<file path="src/hw/rtl/assert_macros.svh">
// ----------------------------------------------------------------------------
// assert_macros.svh
// Concurrent assertion shorthands. Each expects signals named clock and
// reset (synchronous, active high) in the scope where it is used.
// ----------------------------------------------------------------------------
`ifndef ASSERT_MACROS_SVH
`define ASSERT_MACROS_SVH

// same-cycle implication
`define ASSERT_IMPL(lbl, ante, cons) \
   lbl: assert property (@(posedge clock) disable iff (reset) (ante) |-> (cons)) \
      else $error("assertion failed: same-cycle implication");

// next-cycle implication
`define ASSERT_NEXT(lbl, ante, cons) \
   lbl: assert property (@(posedge clock) disable iff (reset) (ante) |=> (cons)) \
      else $error("assertion failed: next-cycle implication");

`endif

</file>
<file path="src/hw/rtl/lesf_pkg.sv">
// ----------------------------------------------------------------------------
// lesf_pkg
// Shared widths, reset values, register indexes and types of the largest
// empty square finder.
// ----------------------------------------------------------------------------
package lesf_pkg;

   localparam int OBS_W    = 8;
   localparam int COLS_W   = 11;
   localparam int SIZE_W   = 11;
   localparam int TOP_W    = 16;
   localparam int LEFT_W   = 10;
   localparam int ARITH_W  = 32;
   localparam int CSR_IDX_W = 1;

   // a row never uses more line entries than this, whatever the map width
   localparam int COUNT_CAP       = 1024;
   localparam int DEF_MAX_COLUMNS = 1024;
   localparam int DEF_MAX_ROWS    = 65536;

   localparam logic [OBS_W-1:0]  OBS_RESET  = 8'd111;
   localparam logic [COLS_W-1:0] COLS_RESET = 11'd1024;

   typedef enum logic [CSR_IDX_W-1:0] {
      CSR_OBSTACLE = 1'b0,
      CSR_COLUMNS  = 1'b1
   } csr_index_type;

   // per-cell flags handed from the front end to the size stage
   typedef struct packed {
      logic first_row;
      logic first_col;
      logic ovf;
      logic last;
      logic obs;
   } cell_flags_type;

   function automatic logic [SIZE_W-1:0] min3(input logic [SIZE_W-1:0] a,
                                              input logic [SIZE_W-1:0] b,
                                              input logic [SIZE_W-1:0] c);
      logic [SIZE_W-1:0] m;
      m = (a < b) ? a : b;
      return (m < c) ? m : c;
   endfunction

endpackage

</file>
<file path="src/hw/rtl/lesf_rsp_if.sv">
// ----------------------------------------------------------------------------
// lesf_rsp_if
// Result channel: corner and side of the largest empty square.
// ----------------------------------------------------------------------------
interface lesf_rsp_if import lesf_pkg::*; ();
   logic              valid;
   logic              ready;
   logic [TOP_W-1:0]  top_row;
   logic [LEFT_W-1:0] left_column;
   logic [SIZE_W-1:0] side_length;
   logic              too_tall;

   modport source (output valid, output top_row, output left_column,
                   output side_length, output too_tall, input ready);
   modport sink   (input valid, input top_row, input left_column,
                   input side_length, input too_tall, output ready);
endinterface

</file>
<file path="src/hw/rtl/lesf_core.sv">
// ----------------------------------------------------------------------------
// lesf_core
// Size stage: forms the cell size from the line entry above and the left
// and diagonal sizes, writes it back, tracks the best square and holds
// the result register.
// ----------------------------------------------------------------------------
module lesf_core import lesf_pkg::*; #(
   parameter int MAX_COLUMNS = DEF_MAX_COLUMNS,
   parameter int MAX_ROWS    = DEF_MAX_ROWS,
   localparam int LINE_DEPTH = (MAX_COLUMNS < COUNT_CAP) ? MAX_COLUMNS : COUNT_CAP,
   localparam int CW         = $clog2(LINE_DEPTH),
   localparam int RBW        = $clog2(MAX_ROWS)
) (
   input  logic              clock,
   input  logic              reset,
   input  logic              s1_valid,
   input  logic [CW-1:0]     s1_col,
   input  logic [RBW-1:0]    s1_row,
   input  cell_flags_type    s1_flags,
   input  logic              rd_issue,
   input  logic [CW-1:0]     rd_addr,
   input  logic [SIZE_W-1:0] rd_data,
   output logic              advance,
   output logic              wr_en,
   output logic [CW-1:0]     wr_addr,
   output logic [SIZE_W-1:0] wr_data,
   lesf_rsp_if.source        rsp_ch
);

   logic [SIZE_W-1:0] left_ff, diag_ff, best_size_ff;
   logic [RBW-1:0]    best_row_ff;
   logic [CW-1:0]     best_col_ff;
   logic              ovf_seen_ff;
   logic              fwd_ff;
   logic [SIZE_W-1:0] fwd_data_ff;
   logic              rsp_valid_ff, rsp_valid_in;
   logic [TOP_W-1:0]  top_ff;
   logic [LEFT_W-1:0] left_col_ff;
   logic [SIZE_W-1:0] side_ff;
   logic              too_tall_ff;

   logic              done, better, finish;
   logic [SIZE_W-1:0] up, size, fin_size;
   logic [RBW-1:0]    fin_row;
   logic [CW-1:0]     fin_col;
   logic [ARITH_W-1:0] top_full, left_full;

   // a last cell may only finish when the result register is free or being taken
   assign advance = ~(s1_valid & s1_flags.last & rsp_valid_ff & ~rsp_ch.ready);
   assign done    = s1_valid & advance;
   assign finish  = done & s1_flags.last;

   always_comb begin
      // entry written the cycle this one was read comes from the bypass
      up = fwd_ff ? fwd_data_ff : rd_data;
      if (s1_flags.obs) begin
         size = '0;
      end else if (s1_flags.first_row || s1_flags.first_col) begin
         size = SIZE_W'(1);
      end else begin
         size = min3(left_ff, up, diag_ff) + SIZE_W'(1);
      end

      wr_en   = done & ~s1_flags.ovf;
      wr_addr = s1_col;
      wr_data = size;
      better  = size > best_size_ff;

      if (wr_en && better) begin
         fin_size = size;
         fin_row  = s1_row;
         fin_col  = s1_col;
      end else begin
         fin_size = best_size_ff;
         fin_row  = best_row_ff;
         fin_col  = best_col_ff;
      end

      top_full  = ARITH_W'(fin_row) + ARITH_W'(1) - ARITH_W'(fin_size);
      left_full = ARITH_W'(fin_col) + ARITH_W'(1) - ARITH_W'(fin_size);

      rsp_valid_in = rsp_valid_ff;
      if (finish) begin
         rsp_valid_in = 1'b1;
      end else if (rsp_ch.ready) begin
         rsp_valid_in = 1'b0;
      end
   end

   always_ff @(posedge clock) begin
      if (reset) begin
         best_size_ff <= '0;
         best_row_ff  <= '0;
         best_col_ff  <= '0;
         ovf_seen_ff  <= 1'b0;
         fwd_ff       <= 1'b0;
         rsp_valid_ff <= 1'b0;
      end else begin
         rsp_valid_ff <= rsp_valid_in;
         if (advance) begin
            fwd_ff <= rd_issue & wr_en & (rd_addr == s1_col);
         end
         if (finish) begin
            best_size_ff <= '0;
            best_row_ff  <= '0;
            best_col_ff  <= '0;
            ovf_seen_ff  <= 1'b0;
         end else begin
            if (wr_en && better) begin
               best_size_ff <= size;
               best_row_ff  <= s1_row;
               best_col_ff  <= s1_col;
            end
            if (done && s1_flags.ovf) begin
               ovf_seen_ff <= 1'b1;
            end
         end
      end
   end

   always_ff @(posedge clock) begin
      fwd_data_ff <= size;
      if (wr_en) begin
         left_ff <= size;
         diag_ff <= up;
      end
      if (finish) begin
         if (fin_size == '0) begin
            top_ff      <= '0;
            left_col_ff <= '0;
         end else begin
            top_ff      <= top_full[TOP_W-1:0];
            left_col_ff <= left_full[LEFT_W-1:0];
         end
         side_ff     <= fin_size;
         too_tall_ff <= ovf_seen_ff | s1_flags.ovf;
      end
   end

   assign rsp_ch.valid       = rsp_valid_ff;
   assign rsp_ch.top_row     = top_ff;
   assign rsp_ch.left_column = left_col_ff;
   assign rsp_ch.side_length = side_ff;
   assign rsp_ch.too_tall    = too_tall_ff;

endmodule

</file>
<file path="src/flat_wrapper.sv">
// flat-port wrapper written by rule: the top's interface ports become plain ports
module lesf_core_flat import lesf_pkg::*;
#(
   parameter int MAX_COLUMNS = DEF_MAX_COLUMNS,
   parameter int MAX_ROWS    = DEF_MAX_ROWS,
   localparam int LINE_DEPTH = (MAX_COLUMNS < COUNT_CAP) ? MAX_COLUMNS : COUNT_CAP,
   localparam int CW         = $clog2(LINE_DEPTH),
   localparam int RBW        = $clog2(MAX_ROWS)
)
  (clock, reset, s1_valid, s1_col, s1_row, s1_flags, rd_issue, rd_addr, rd_data, advance, wr_en, wr_addr, wr_data, rsp_ch_valid, rsp_ch_top_row, rsp_ch_left_column, rsp_ch_side_length, rsp_ch_too_tall, rsp_ch_ready);
  lesf_rsp_if rsp_ch_i ();
  input  logic clock;
  input  logic reset;
  input  logic s1_valid;
  input  logic [CW-1:0] s1_col;
  input  logic [RBW-1:0] s1_row;
  input  cell_flags_type s1_flags;
  input  logic rd_issue;
  input  logic [CW-1:0] rd_addr;
  input  logic [SIZE_W-1:0] rd_data;
  output logic advance;
  output logic wr_en;
  output logic [CW-1:0] wr_addr;
  output logic [SIZE_W-1:0] wr_data;
  output wire logic [$bits(rsp_ch_i.valid)-1:0] rsp_ch_valid;
  output wire logic [$bits(rsp_ch_i.top_row)-1:0] rsp_ch_top_row;
  output wire logic [$bits(rsp_ch_i.left_column)-1:0] rsp_ch_left_column;
  output wire logic [$bits(rsp_ch_i.side_length)-1:0] rsp_ch_side_length;
  output wire logic [$bits(rsp_ch_i.too_tall)-1:0] rsp_ch_too_tall;
  input wire logic [$bits(rsp_ch_i.ready)-1:0] rsp_ch_ready;
  assign rsp_ch_valid = rsp_ch_i.valid;
  assign rsp_ch_top_row = rsp_ch_i.top_row;
  assign rsp_ch_left_column = rsp_ch_i.left_column;
  assign rsp_ch_side_length = rsp_ch_i.side_length;
  assign rsp_ch_too_tall = rsp_ch_i.too_tall;
  assign rsp_ch_i.ready = rsp_ch_ready;
  lesf_core #(.MAX_COLUMNS(MAX_COLUMNS), .MAX_ROWS(MAX_ROWS)) u_core (.clock(clock), .reset(reset), .s1_valid(s1_valid), .s1_col(s1_col), .s1_row(s1_row), .s1_flags(s1_flags), .rd_issue(rd_issue), .rd_addr(rd_addr), .rd_data(rd_data), .advance(advance), .wr_en(wr_en), .wr_addr(wr_addr), .wr_data(wr_data), .rsp_ch(rsp_ch_i));
endmodule
</file>
<file path="config.mk">
export PLATFORM = sky130hd
export DESIGN_NAME = lesf_core_flat
export DESIGN_NICKNAME = d
export VERILOG_FILES = /design/src/hw/rtl/assert_macros.svh /design/src/hw/rtl/lesf_pkg.sv /design/src/hw/rtl/lesf_rsp_if.sv /design/src/hw/rtl/lesf_core.sv /design/src/flat_wrapper.sv
export SDC_FILE = /design/constraint.sdc
export NUM_CORES = 1
export LEC_CHECK = 0
export ABC_CLOCK_PERIOD_IN_PS = 13200
export BUFFER_PORTS_ARGS = -buffer_cell sky130_fd_sc_hd__buf_2
export CAP_MARGIN = 30
export CORE_AREA = 2 2 130 132
export CTS_BUF_LIST = sky130_fd_sc_hd__clkbuf_2 sky130_fd_sc_hd__clkbuf_4 sky130_fd_sc_hd__clkbuf_8
export DETAILED_ROUTE_END_ITERATION = 8
export DIE_AREA = 0 0 132 134
export PLACE_DENSITY = 0.77
export SLEW_MARGIN = 20
export SYNTH_ARGS = -nofsm -noshare
export SYNTH_HDL_FRONTEND = slang
export SYNTH_SLANG_ARGS = --single-unit
</file>
<file path="constraint.sdc">
create_clock -name clock -period 13.2 [get_ports clock]
set_input_delay 1.32 -clock clock [delete_from_list [all_inputs] [get_ports clock]]
set_output_delay 1.32 -clock clock [all_outputs]
set_load 0.05 [all_outputs]
</file>
Yosys cells after proc, flatten, opt, wreduce, memory -nomap -nowiden. Index checks and enable logic that the tools add are counted.

Output and inout bits: 62. Register bits after elaboration: 111. Input bits: 57. Logic and storage cells: 50.

Order comparisons: 3. Equal/unequal tests: 1. Mux-type cells: 10. Reductions and logical operators: 6. Bitwise gates (word level): 12. $add $sub $neg: 5.

Operators by type and width (number): $mux 11 (6); $lt 11x11->1 (2); $add 16x1->16 const B (1); $mux 16 (1); $sub 16x11->16 (1); $add 11x1->11 const B (1); $gt 11x11->1 (1); $logic_not 11->1 (1); $add 10x1->10 const B (1); $eq 10x10->1 (1); $mux 10 (1); $sub 10x10->10 (1); $and 1x1->1 (8); $not 1->1 (3); $logic_and 1x1->1 (2); $mux 1 (2); $reduce_bool 2->1 (1); $reduce_or 2->1 (1); $logic_or 1x1->1 (1); $or 1x1->1 (1).

Logic depth before layout (Yosys ltp). Gate-level depths: netlist of run 1.

Depth after elaboration: 13. Mapped depth: 51. Depth with buffers taken out: 45.

Least setup slack after synthesis of run 1. Ideal clock, no wire load.

Path kind: input to register. From: input rd_data[6]. To: register u_core.top_ff[15], in the netlist u_core.rsp_ch.top_row[15] (data pin). Required time: 12.937 ns. Library setup time: 0.263 ns. Slack: 2.160 ns. Stages on the path: 46. Path buffers: 5. Data arrival time: 10.777 ns. Path through: mux2i_1 > ha_1 > a21oi_1 > o21ai_0 > a22o_4 > buf_4 > nor2_1 > a21oi_1 > ha_1 > a211oi_2 > o21ai_1 > a221o_1 > buf_4 > a2111o_1 > nand3_4 > buf_12 > nand2_1 > o21ai_0 > (+10 left out) > a31oi_1 > o31a_1 > buf_1 > buf_1 > mux2_2 > ha_1 > ha_1 > fa_1 > a21oi_1 > o21bai_1 > a21oi_1 > o21bai_1 > a21oi_1 > o21ai_0 > o41ai_1 > o21ai_0 > xnor2_1 > a21oi_2.

Cells in the longest elaborated chain, start to end: 13. Elaborated cells between the ends (all ways): 15. Classes of those cells: add/sub: 3; order compare: 3; mux: 7; reduce/logical: 2.

RTL lines: start: declaration (line flat_wrapper.sv:20) `input logic [SIZE_W-1:0] rd_data;`; $mux 11 * (line lesf_core.sv:55) `up = fwd_ff ? fwd_data_ff : rd_data;`; $lt 11x11->1 (line lesf_pkg.sv:42) `m = (a < b) ? a : b;`; $mux 11 * (line lesf_pkg.sv:42); $lt 11x11->1 (line lesf_pkg.sv:43) `return (m < c) ? m : c;`; $mux 11 * (line lesf_pkg.sv:43); $add 11x1->11 * (line lesf_core.sv:61) `size = min3(left_ff, up, diag_ff) + SIZE_W'(1);`; $mux 11 * (line lesf_core.sv:58) `end else if (s1_flags.first_row || s1_flags.first_col) begin`; $mux 11 * (line lesf_core.sv:56) `if (s1_flags.obs) begin`; named net wr_data[6] (line flat_wrapper.sv:24) `output logic [SIZE_W-1:0] wr_data;`; $gt 11x11->1 * (line lesf_core.sv:67) `better = size > best_size_ff;`; $logic_and 1x1->1 * (line lesf_core.sv:69) `if (wr_en && better) begin`; $mux 16 *; named net u_core.fin_row[0] (line lesf_core.sv:44) `logic [RBW-1:0] fin_row;`; $add 16x1->16 * (line lesf_core.sv:79) `top_full = ARITH_W'(fin_row) + ARITH_W'(1) - ARITH_W'(fin_size);`; $sub 16x11->16 * (line lesf_core.sv:79); end signal: assignment (line lesf_core.sv:132) `top_ff <= top_full[TOP_W-1:0];`; end: declaration (line lesf_core.sv:37) `logic [TOP_W-1:0] top_ff;`.

The timed path passes the listed nets; every way through them passes the cells marked *. A chain may end at the register's enable or synchronous reset.

Worst setup path after layout of run 1.
From: register u_core.fwd_ff. To: register u_core.top_ff[15], in the netlist u_core.rsp_ch.top_row[15] (data pin).

Cells in the longest elaborated chain, start to end: 13. Elaborated cells between the ends (all ways): 15. Classes of those cells: add/sub: 3; order compare: 3; mux: 7; reduce/logical: 2.

RTL lines: start: declaration (line lesf_core.sv:34) `logic fwd_ff;`; start signal: assignment (line lesf_core.sv:101) `fwd_ff <= rd_issue & wr_en & (rd_addr == s1_col);`; $mux 11 * (line lesf_core.sv:55); $lt 11x11->1 (line lesf_pkg.sv:42); $mux 11 * (line lesf_pkg.sv:42); $lt 11x11->1 (line lesf_pkg.sv:43); $mux 11 * (line lesf_pkg.sv:43); $add 11x1->11 * (line lesf_core.sv:61); $mux 11 * (line lesf_core.sv:58); $mux 11 * (line lesf_core.sv:56); $gt 11x11->1 * (line lesf_core.sv:67); $logic_and 1x1->1 * (line lesf_core.sv:69); $mux 16 *; named net u_core.fin_row[0] (line lesf_core.sv:44); $add 16x1->16 * (line lesf_core.sv:79); $sub 16x11->16 * (line lesf_core.sv:79).

Marked as above.

==> flow_summary.json, run 1 <==
{
  "status": "finished, final reports clean",
  "clk_latency_ns": 0.39,
  "vdd_drop_max_mv": 0.109,
  "dr.first_iter.drc_count": 341,
  "post_cts_resized": 0,
  "synthDistinctLibCells": 71,
  "max_stage_delay_ns": 0.90,
  "layout_commonest_cell": "buf_2",
  "crit_top_cell": "ha_1",
  "cts_hold_buf": 0,
  "drcViolationCount": 0,
  "tritoncts": "built",
  "drv_slew": 0,
  "die_h_um": 134,
  "fin_crit_sh_pct": 86.4,
  "syn_area_um2": 7210,
  "fmax_ghz": 0.0877,
  "avgRoutedWirePerCell_um": 17.3,
  "drt-total-wl_um": 18000,
  "critPathKind": "register to register",
  "synth_top_cell_by_area": "edfxtp_1",
  "htree_num_levels": 3,
  "die_area_um2": 17700,
  "setup_viol": 0,
  "grtUsageTotal_pct": 21.1,
  "antenna_left": 0,
  "dpl.hpwl_um": 13900,
  "ioPinCount": 119,
  "start_util_pct": 44.3,
  "synthTopCellsByArea": "edfxtp_1 25%, dfxtp_1 14%, ha_1 13%",
  "via_per_inst": 5.43,
  "required_ns": 13.35,
  "yosysSeqAreaShare_pct": 39.1,
  "synth_ff_type": "edfxtp_1",
  "path_delay_family": "compound AO/OA/AOI/OAI gates",
  "synth-seq-cells": 111,
  "timing.setup.tns_ns": 0,
  "grt_overflow": 0,
  "mostFrequentLayoutCells": "118 x buf_2, 74 x ha_1, 61 x inv_1",
  "cts-root-buf": "clkbuf_8",
  "clk_pin_slew_worst_paths_ns": 0.11,
  "synth.avg_cell_area_um2": 10.1,
  "placed_cell_area_um2": 7970,
  "place_congestion": 0.966,
  "cts_setup_buffers": 0,
  "design_area_um2": 8150,
  "rows": 47,
  "hold_path_class": "register to register",
  "numCtsBuffers": 9,
  "crit_path_start_kind": "register",
  "async_flop_share_pct": 0,
  "cts_num_sinks": 111,
  "num_vias": 5661,
  "grt_max_degree": 39,
  "die_w_um": 132,
  "synth_warnings": 0,
  "slowest_stage": "dfxtp_1",
  "tightest_slew_ns": 0.869,
  "fin_worst_skew_ns": 0.0111,
  "grt_pass1_vias": 5622,
  "drive_gt1_share_pct": 24.9,
  "synth-edff-count": 60,
  "maxCapViolCount": 0,
  "grt_pass1_wl_um": 29400,
  "path_buf_inv": 1,
  "first_pass_iters": 5,
  "syn_to_final_growth_pct": 13.0,
  "p_total_w": 0.00102,
  "antenna_found_initial": 1,
  "postLayoutCoreUtil_pct": 50.0,
  "cts_buffer_depth": 2,
  "core-area_um2": 16300,
  "nets": 950,
  "synth_top_area_share_pct": 25.0,
  "crit_fanout": 28,
  "slew_headroom_pct": 42.0,
  "synth_cells": 711,
  "rsz0062_at_grt": "no",
  "hold_violations": 0,
  "timing.final.crit_period_ns": 11.41,
  "p_leak_nw": 3.54,
  "io_buffers": 118,
  "critPathCaptureType": "register",
  "powerDensity_nw_per_um2": 126,
  "synth_nets": 844,
  "crit_arrival_ns": 11.56
}
==> cell families after synthesis <==
group / Yosys count / synth area share [%]
xor gates and xnor gates: 42 / 5.10
AOI/OAI and AO/OA: 156 / 15.6
buffers and inverters: 95 / 6.26
adders and majority gates: 76 / 13.4
and+or+nand+nor: 182 / 13.2
DFF: 111 / 39.1
muxes: 49 / 7.27
==> power breakdown <==
part | leakage, nW | total (W) | internal (W) | switching, W
Sequential | 0.991 | 0.000400 | 0.000392 | 0.00000832
Clock | 0.0970 | 0.000197 | 0.0000743 | 0.000123
Combinational | 2.45 | 0.000427 | 0.000166 | 0.000261
==> cell type report <==
class	instances	area, um^2
clock inverters	6	51.3
flip-flops and latches	111	2820
repair buffers	127	678
multi-input cells	505	3960
clock buffers	10	131
inverters	63	236
well taps	220	275
fillers	1529	8140
diodes	1	2.50
==> worst reg2reg max path, delay by kind of cell, from the launching register on <==
kind | cells | cell delay, ns
AOI/OAI and AO/OA | 20 | 4.26
xor gates and xnor gates | 2 | 0.34
adders and majority gates | 7 | 2.07
buffers and inverters | 1 | 0.40
DFF | 1 | 0.90
muxes | 3 | 1.46
and+or+nand+nor | 9 | 1.72
==> worst paths after layout <==
| path | from | to | slack (ns) | cells after the start |
|---|---|---|---|---|
| setup / recovery | u_core.fwd_ff | u_core.rsp_ch.top_row[15] | 1.79 | 42 |
| hold / removal | u_core.ovf_seen_ff | u_core.ovf_seen_ff | 0.48 | 2 |
| setup reg to reg | u_core.fwd_ff | u_core.rsp_ch.top_row[15] | 1.79 | 42 |
| hold reg to reg | u_core.ovf_seen_ff | u_core.ovf_seen_ff | 0.48 | 2 |
==> registers in the layout, indices dropped and copies added, names as in the netlist, 10 cells and up <==
name	flops
u_core.best_row_ff	16
u_core.rsp_ch.top_row	16
u_core.best_size_ff	11
u_core.diag_ff	11
u_core.fwd_data_ff	11
u_core.left_ff	11
u_core.rsp_ch.side_length	11
u_core.best_col_ff	10
u_core.rsp_ch.left_column	10
==> synthesized netlist by cell type (3+ instances only) <==
| library cell | n |
|---|---|
| edfxtp_1 | 60 |
| o21ai_0 | 20 |
| buf_1 | 3 |
| dfxtp_1 | 51 |
| and3_1 | 5 |
| mux2i_1 | 24 |
| or4_1 | 4 |
| o21a_1 | 3 |
| a211oi_2 | 3 |
| nor2b_1 | 25 |
| nor3_1 | 22 |
| clkbuf_1 | 9 |
| or2_2 | 7 |
| inv_1 | 61 |
| mux2_2 | 24 |
| nor2_1 | 48 |
| and2_1 | 5 |
| nand4_1 | 12 |
| a21boi_0 | 5 |
| a21oi_1 | 52 |
| a21o_1 | 9 |
| nand2_1 | 28 |
| buf_6 | 4 |
| nand3_1 | 10 |
| xor2_1 | 8 |
| xnor2_1 | 34 |
| o21bai_1 | 9 |
| buf_2 | 3 |
| buf_4 | 12 |
| a211oi_1 | 7 |
| ha_1 | 74 |
| a21oi_2 | 11 |
| or3_1 | 4 |
==> through the flow <==
step           setup slack (ns)  hold WS, ns  std cells
2_1_floorplan              2.16        0.429        711
3_3_place_gp               1.70        0.444       1025
3_5_place_dp               1.53        0.448       1026
4_1_cts                    1.84        0.472       1042
5_1_grt                   0.786        0.510       1042
6_report                   1.79        0.479       1043
==> per-layer routing <==
layer / share of wire, % / wire length, um / up-vias / track usage [%]
met4: 2.4 / 439 / 0 / 6.76
met2: 49 / 8770 / 142 / 36.3
li1: - / - / 2787 / -
met5: 0 / 0 / - / 0
met1: 45 / 8020 / 2700 / 26.5
met3: 4.4 / 785 / 32 / 4.46
(Power assumes the default switching activity.)
==> inputs of run 2 (changes only) <==
Settings changed: CTS_BUF_LIST sky130_fd_sc_hd__clkbuf_2 sky130_fd_sc_hd__clkbuf_4 sky130_fd_sc_hd__clkbuf_8 to sky130_fd_sc_hd__clkbuf_4 sky130_fd_sc_hd__clkbuf_8 sky130_fd_sc_hd__clkbuf_16.
==> run 2 against run 1 <==
- total power up 7.0%
- wire length up 1.5%
- non-clock buffer count unchanged
- critical path type unchanged
- clock power up 35%
- register-to-register slack worse by 0.05 ns
- combinational power about the same
- via count up 1.0%
- highest routed layer unchanged
==> flow_summary.json, run 2 (same netlist as run 1, synthesis figures left out) <==
{
  "status": "finished, final reports clean",
  "drive_gt1_share_pct": 24.9,
  "grtUsageTotal_pct": 21.2,
  "grt_pass1_wl_um": 29400,
  "cts_setup_buffers": 0,
  "wl_met3_um": 855,
  "crit_top_cell": "ha_1",
  "avgRoutedWirePerCell_um": 17.5,
  "tritoncts": "built",
  "dr.first_iter.drc_count": 297,
  "p_leak_nw": 3.59,
  "rsz0062_at_grt": "no",
  "die_w_um": 132,
  "slew_headroom_pct": 41.8,
  "fmax_ghz": 0.0873,
  "via_per_inst": 5.48,
  "grt_overflow": 0,
  "wl_met2_um": 8920,
  "vdd_drop_max_mv": 0.106,
  "fin_crit_sh_pct": 86.8,
  "hold_path_class": "register to register",
  "cts_buffer_depth": 2,
  "clk_latency_ns": 0.36,
  "highest_layer": "met4",
  "fin_worst_skew_ns": 0.0103,
  "wl_met1_um": 8020,
  "slowest_stage": "dfxtp_1",
  "htree_num_levels": 3,
  "critPathKind": "register to register",
  "syn_to_final_growth_pct": 14.4,
  "powerDensity_nw_per_um2": 133,
  "required_ns": 13.31,
  "grt_max_degree": 39,
  "cts_hold_buf": 0,
  "cts_num_sinks": 111,
  "clk_pin_slew_worst_paths_ns": 0.08,
  "timing.final.crit_period_ns": 11.46,
  "crit_fanout": 28,
  "critPathCaptureType": "register",
  "cts-root-buf": "clkbuf_16",
  "crit_arrival_ns": 11.56,
  "io_buffers": 118,
  "antenna_found_initial": 1,
  "layout_commonest_cell": "buf_2",
  "die_area_um2": 17700,
  "place_congestion": 0.966,
  "timing.setup.tns_ns": 0,
  "setup_viol": 0,
  "drv_slew": 0,
  "antenna_left": 0,
  "ioPinCount": 119,
  "drt-total-wl_um": 18300,
  "core-area_um2": 16300,
  "nets": 950,
  "mostFrequentLayoutCells": "118 x buf_2, 74 x ha_1, 61 x inv_1",
  "hold_violations": 0,
  "drcViolationCount": 0,
  "crit_path_start_kind": "register",
  "rows": 47,
  "grt_pass1_vias": 5635,
  "tightest_slew_ns": 0.872,
  "num_vias": 5720,
  "first_pass_iters": 5,
  "maxCapViolCount": 0,
  "design_area_um2": 8250,
  "start_util_pct": 44.3,
  "max_stage_delay_ns": 0.89,
  "p_total_w": 0.00110,
  "dpl.hpwl_um": 13900,
  "post_cts_resized": 0,
  "placed_cell_area_um2": 7970,
  "numCtsBuffers": 9,
  "die_h_um": 134
}
==> run 2: worst max-delay path: cells and delay by family, from the launching register on <==
kind / cells / cell delay (ns)
buffers and inverters: 1 / 0.40
flip-flops: 1 / 0.89
XOR/XNOR: 2 / 0.34
multiplexers: 3 / 1.43
adder cells (fa/ha/maj): 7 / 2.10
AND/OR/NAND/NOR: 8 / 1.87
AO/OA/AOI/OAI: 19 / 4.11
==> run 2: final timing paths <==
path,start,to,slack (ns),cells past startpoint
setup reg to reg,u_core.fwd_ff,u_core.rsp_ch.top_row[15],1.74,40
setup / recovery,u_core.fwd_ff,u_core.rsp_ch.top_row[15],1.74,40
hold / removal,u_core.ovf_seen_ff,u_core.ovf_seen_ff,0.47,2
hold reg to reg,u_core.ovf_seen_ff,u_core.ovf_seen_ff,0.47,2
==> run 2: final cells by class <==
class,instances,area (um^2)
Sequential cell,111,2820
Fill cell,1509,8040
Clock inverter,6,51.3
Clock buffer,10,233
Multi-Input combinational cell,505,3960
Antenna cell,1,2.50
Inverter,63,236
Tap cell,220,275
Timing Repair Buffer,127,678
==> run 2: stage by stage <==
stage	hold slack (ns)	setup slack (ns)	util, %	instances
final	0.473	1.74	50.7	1043
after global routing	0.501	0.784	50.7	1042
after CTS	0.464	1.84	50.7	1042
after detailed placement	0.448	1.53	48.9	1026
after global placement	0.444	1.70	48.7	1025
after floorplan	0.429	2.16	-	711
==> run 2: per-layer routing <==
layer  vias up  global-route usage, %
met5         -                      0
met4         0                   7.49
met3        35                   4.23
met2       164                   36.3
met1      2740                   26.6
li1       2781                      -
==> run 2: power breakdown <==
part	total [W]	switching [W]	internal (W)
sequential	0.000400	0.00000841	0.000392
clock	0.000266	0.000133	0.000134
combinational	0.000429	0.000263	0.000166
total	0.00110	0.000404	0.000692
==> inputs of run 3 (changes only) <==
Settings changed: ABC_CLOCK_PERIOD_IN_PS 13200 to 10270, CORE_AREA 2 2 130 132 to 2 2 135 137, DIE_AREA 0 0 132 134 to 0 0 137 139, PLACE_DENSITY 0.77 to 0.76.
Clock period 13.2 ns to 10.27 ns, I/O delays scaled along.
==> run 3 against run 2 <==
- sequential power is 29% higher
- cell area rose by 5.7%
- core utilization down 1.3 points
- register-to-register slack got worse by 1.0 ns
- largest cell class unchanged
- final cell count is 5.3% higher
- sequential cell count stayed put
==> flow_summary.json, run 3 (same netlist as run 1, synthesis figures left out) <==
{
  "num_vias": 5779,
  "dr.first_iter.drc_count": 344,
  "htree_num_levels": 3,
  "drv_slew": 0,
  "fin_crit_sh_pct": 93.6,
  "grt_busiest_layer": "met2",
  "die_h_um": 139,
  "tightest_slew_ns": 0.945,
  "antenna_left": 0,
  "netSwitchingPower_w": 0.000541,
  "p_seq_share_pct": 34.3,
  "min_from": "u_core.ovf_seen_ff",
  "first_pass_iters": 5,
  "numCtsBuffers": 9,
  "crit_top_cell": "ha_1",
  "combPwrFrac_pct": 40.9,
  "avgRoutedWirePerCell_um": 17.4,
  "dpl.hpwl_um": 14900,
  "finalNonFillerCells": 1098,
  "rows": 49,
  "clockPowerShare_pct": 24.8,
  "fin_worst_skew_ns": 0.0136,
  "ioPinCount": 119,
  "maxCapViolCount": 0,
  "layout_commonest_cell": "buf_2",
  "vdd_drop_max_mv": 0.109,
  "powerDensity_nw_per_um2": 172,
  "antenna_found_initial": 0,
  "io_buffers": 118,
  "rr_endpoint": "u_core.rsp_ch.top_row[14]",
  "worstRegToRegCells": 46,
  "use_met1_pct": 26.6,
  "drive_gt1_share_pct": 29.9,
  "crit_fanout": 9,
  "grt_overflow": 0,
  "crit_arrival_ns": 9.82,
  "grtUsageTotal_pct": 20.6,
  "core-area_um2": 17700,
  "die_w_um": 137,
  "fmax_ghz": 0.104,
  "tritoncts": "built",
  "p_leak_nw": 3.85,
  "grt_pass1_wl_um": 30300,
  "insertedDiodeCount": 0,
  "r2r_start": "u_core.fwd_ff",
  "slowest_stage": "a2111oi_0",
  "critPathKind": "input pin to register",
  "drcViolationCount": 0,
  "cts_buffer_depth": 2,
  "status": "finished, final reports clean",
  "nets": 997,
  "min_path_cells": 2,
  "use_met3_pct": 4.39,
  "p_sw_share_pct": 36.0,
  "max_stage_delay_ns": 0.40,
  "hold_path_class": "register to register",
  "drt-total-wl_um": 19200,
  "dp.cells": 1082,
  "die_area_um2": 19000,
  "min_to": "u_core.ovf_seen_ff",
  "hold_violations": 0,
  "start_util_pct": 40.9,
  "grt_pass1_vias": 5768,
  "syn_to_final_growth_pct": 20.9,
  "clk_latency_ns": 0.37,
  "globalRouteMet2Util_pct": 34.3,
  "cts_num_sinks": 111,
  "cts_hold_buf": 0,
  "timing.final.crit_period_ns": 9.61,
  "setup_viol": 0,
  "slew_headroom_pct": 36.5,
  "via_per_inst": 5.26,
  "crit_path_start_kind": "input pin",
  "required_ns": 10.49,
  "place_congestion": 0.922,
  "timing.setup.tns_ns": 0,
  "grt_max_degree": 39,
  "cts-root-buf": "clkbuf_16",
  "mostFrequentLayoutCells": "118 x buf_2, 74 x ha_1, 61 x inv_1",
  "r2r_slack_ns": 0.74,
  "clk_pin_slew_worst_paths_ns": 0.08,
  "intPower_w": 0.000961,
  "critPathCaptureType": "register"
}
-- run 3: final cells by class --
cell class / instances / area [um^2]
fillers: 1618 / 8930
multi-input cells: 505 / 4010
flip-flops and latches: 111 / 2820
repair buffers: 174 / 1050
well taps: 229 / 287
inverters: 63 / 236
clock buffers: 9 / 225
clock inverters: 7 / 92.6
-- run 3: what timing repair did --
action / CTS / global route
buffers inserted: 0 / 0
setup endpoints to repair: 0 / 5
gates resized for setup: 0 / 13
-- run 3: worst max path at each step --
stage	from	depth (start not counted)	to	slack [ns]
2_1_floorplan	rd_data[6]	46	u_core.rsp_ch.top_row[15]	0.006
3_3_place_gp	rd_data[1]	42	u_core.rsp_ch.top_row[14]	0.25
3_5_place_dp	rd_data[6]	40	u_core.rsp_ch.top_row[14]	0.18
4_1_cts	rd_data[6]	41	u_core.rsp_ch.top_row[14]	0.46
5_1_grt	rd_data[2]	46	u_core.rsp_ch.top_row[14]	-0.007
6_report	rd_data[1]	45	u_core.rsp_ch.top_row[14]	0.66
-- run 3: per-layer routing --
layer | part of all wire (%) | vias up | wire [um]
li1 | - | 2867 | -
met1 | 45 | 2746 | 8600
met2 | 48 | 136 | 9270
met3 | 4.5 | 30 | 858
met4 | 2.2 | 0 | 429
met5 | 0 | - | 0
-- run 3: critical path, delay by kind of cell --
family | cells | cell delay [ns]
mux | 1 | 0.22
xor+xnor | 1 | 0.13
buf+inv | 4 | 0.64
simple gates | 11 | 1.66
fa+ha+maj | 6 | 1.80
compound gates | 22 | 4.33
-- run 3: stage by stage --
step                util (%)  cell area, um^2  power, W  setup slack (ns)  hold slack [ns]
CTS                     49.1             8670   0.00150             0.462            0.475
global route            49.4             8720   0.00158          -0.00747            0.509
global placement        47.2             8330   0.00112             0.251            0.444
finish                  49.4             8720   0.00150             0.661            0.483
floorplan                  -             7220  0.000958           0.00550            0.429
detailed placement      47.3             8350   0.00112             0.179            0.464
-- run 3: power by group through the flow --
| stage | Sequential, W | Combinational [W] | Clock (W) |
|---|---|---|---|
| after global placement | 0.000525 | 0.000593 | 0 |
| after detailed placement | 0.000524 | 0.000597 | 0 |
| after global routing | 0.000518 | 0.000672 | 0.000395 |
| final | 0.000515 | 0.000614 | 0.000373 |
| after CTS | 0.000515 | 0.000608 | 0.000379 |
| after floorplan | 0.000567 | 0.000391 | 0 |
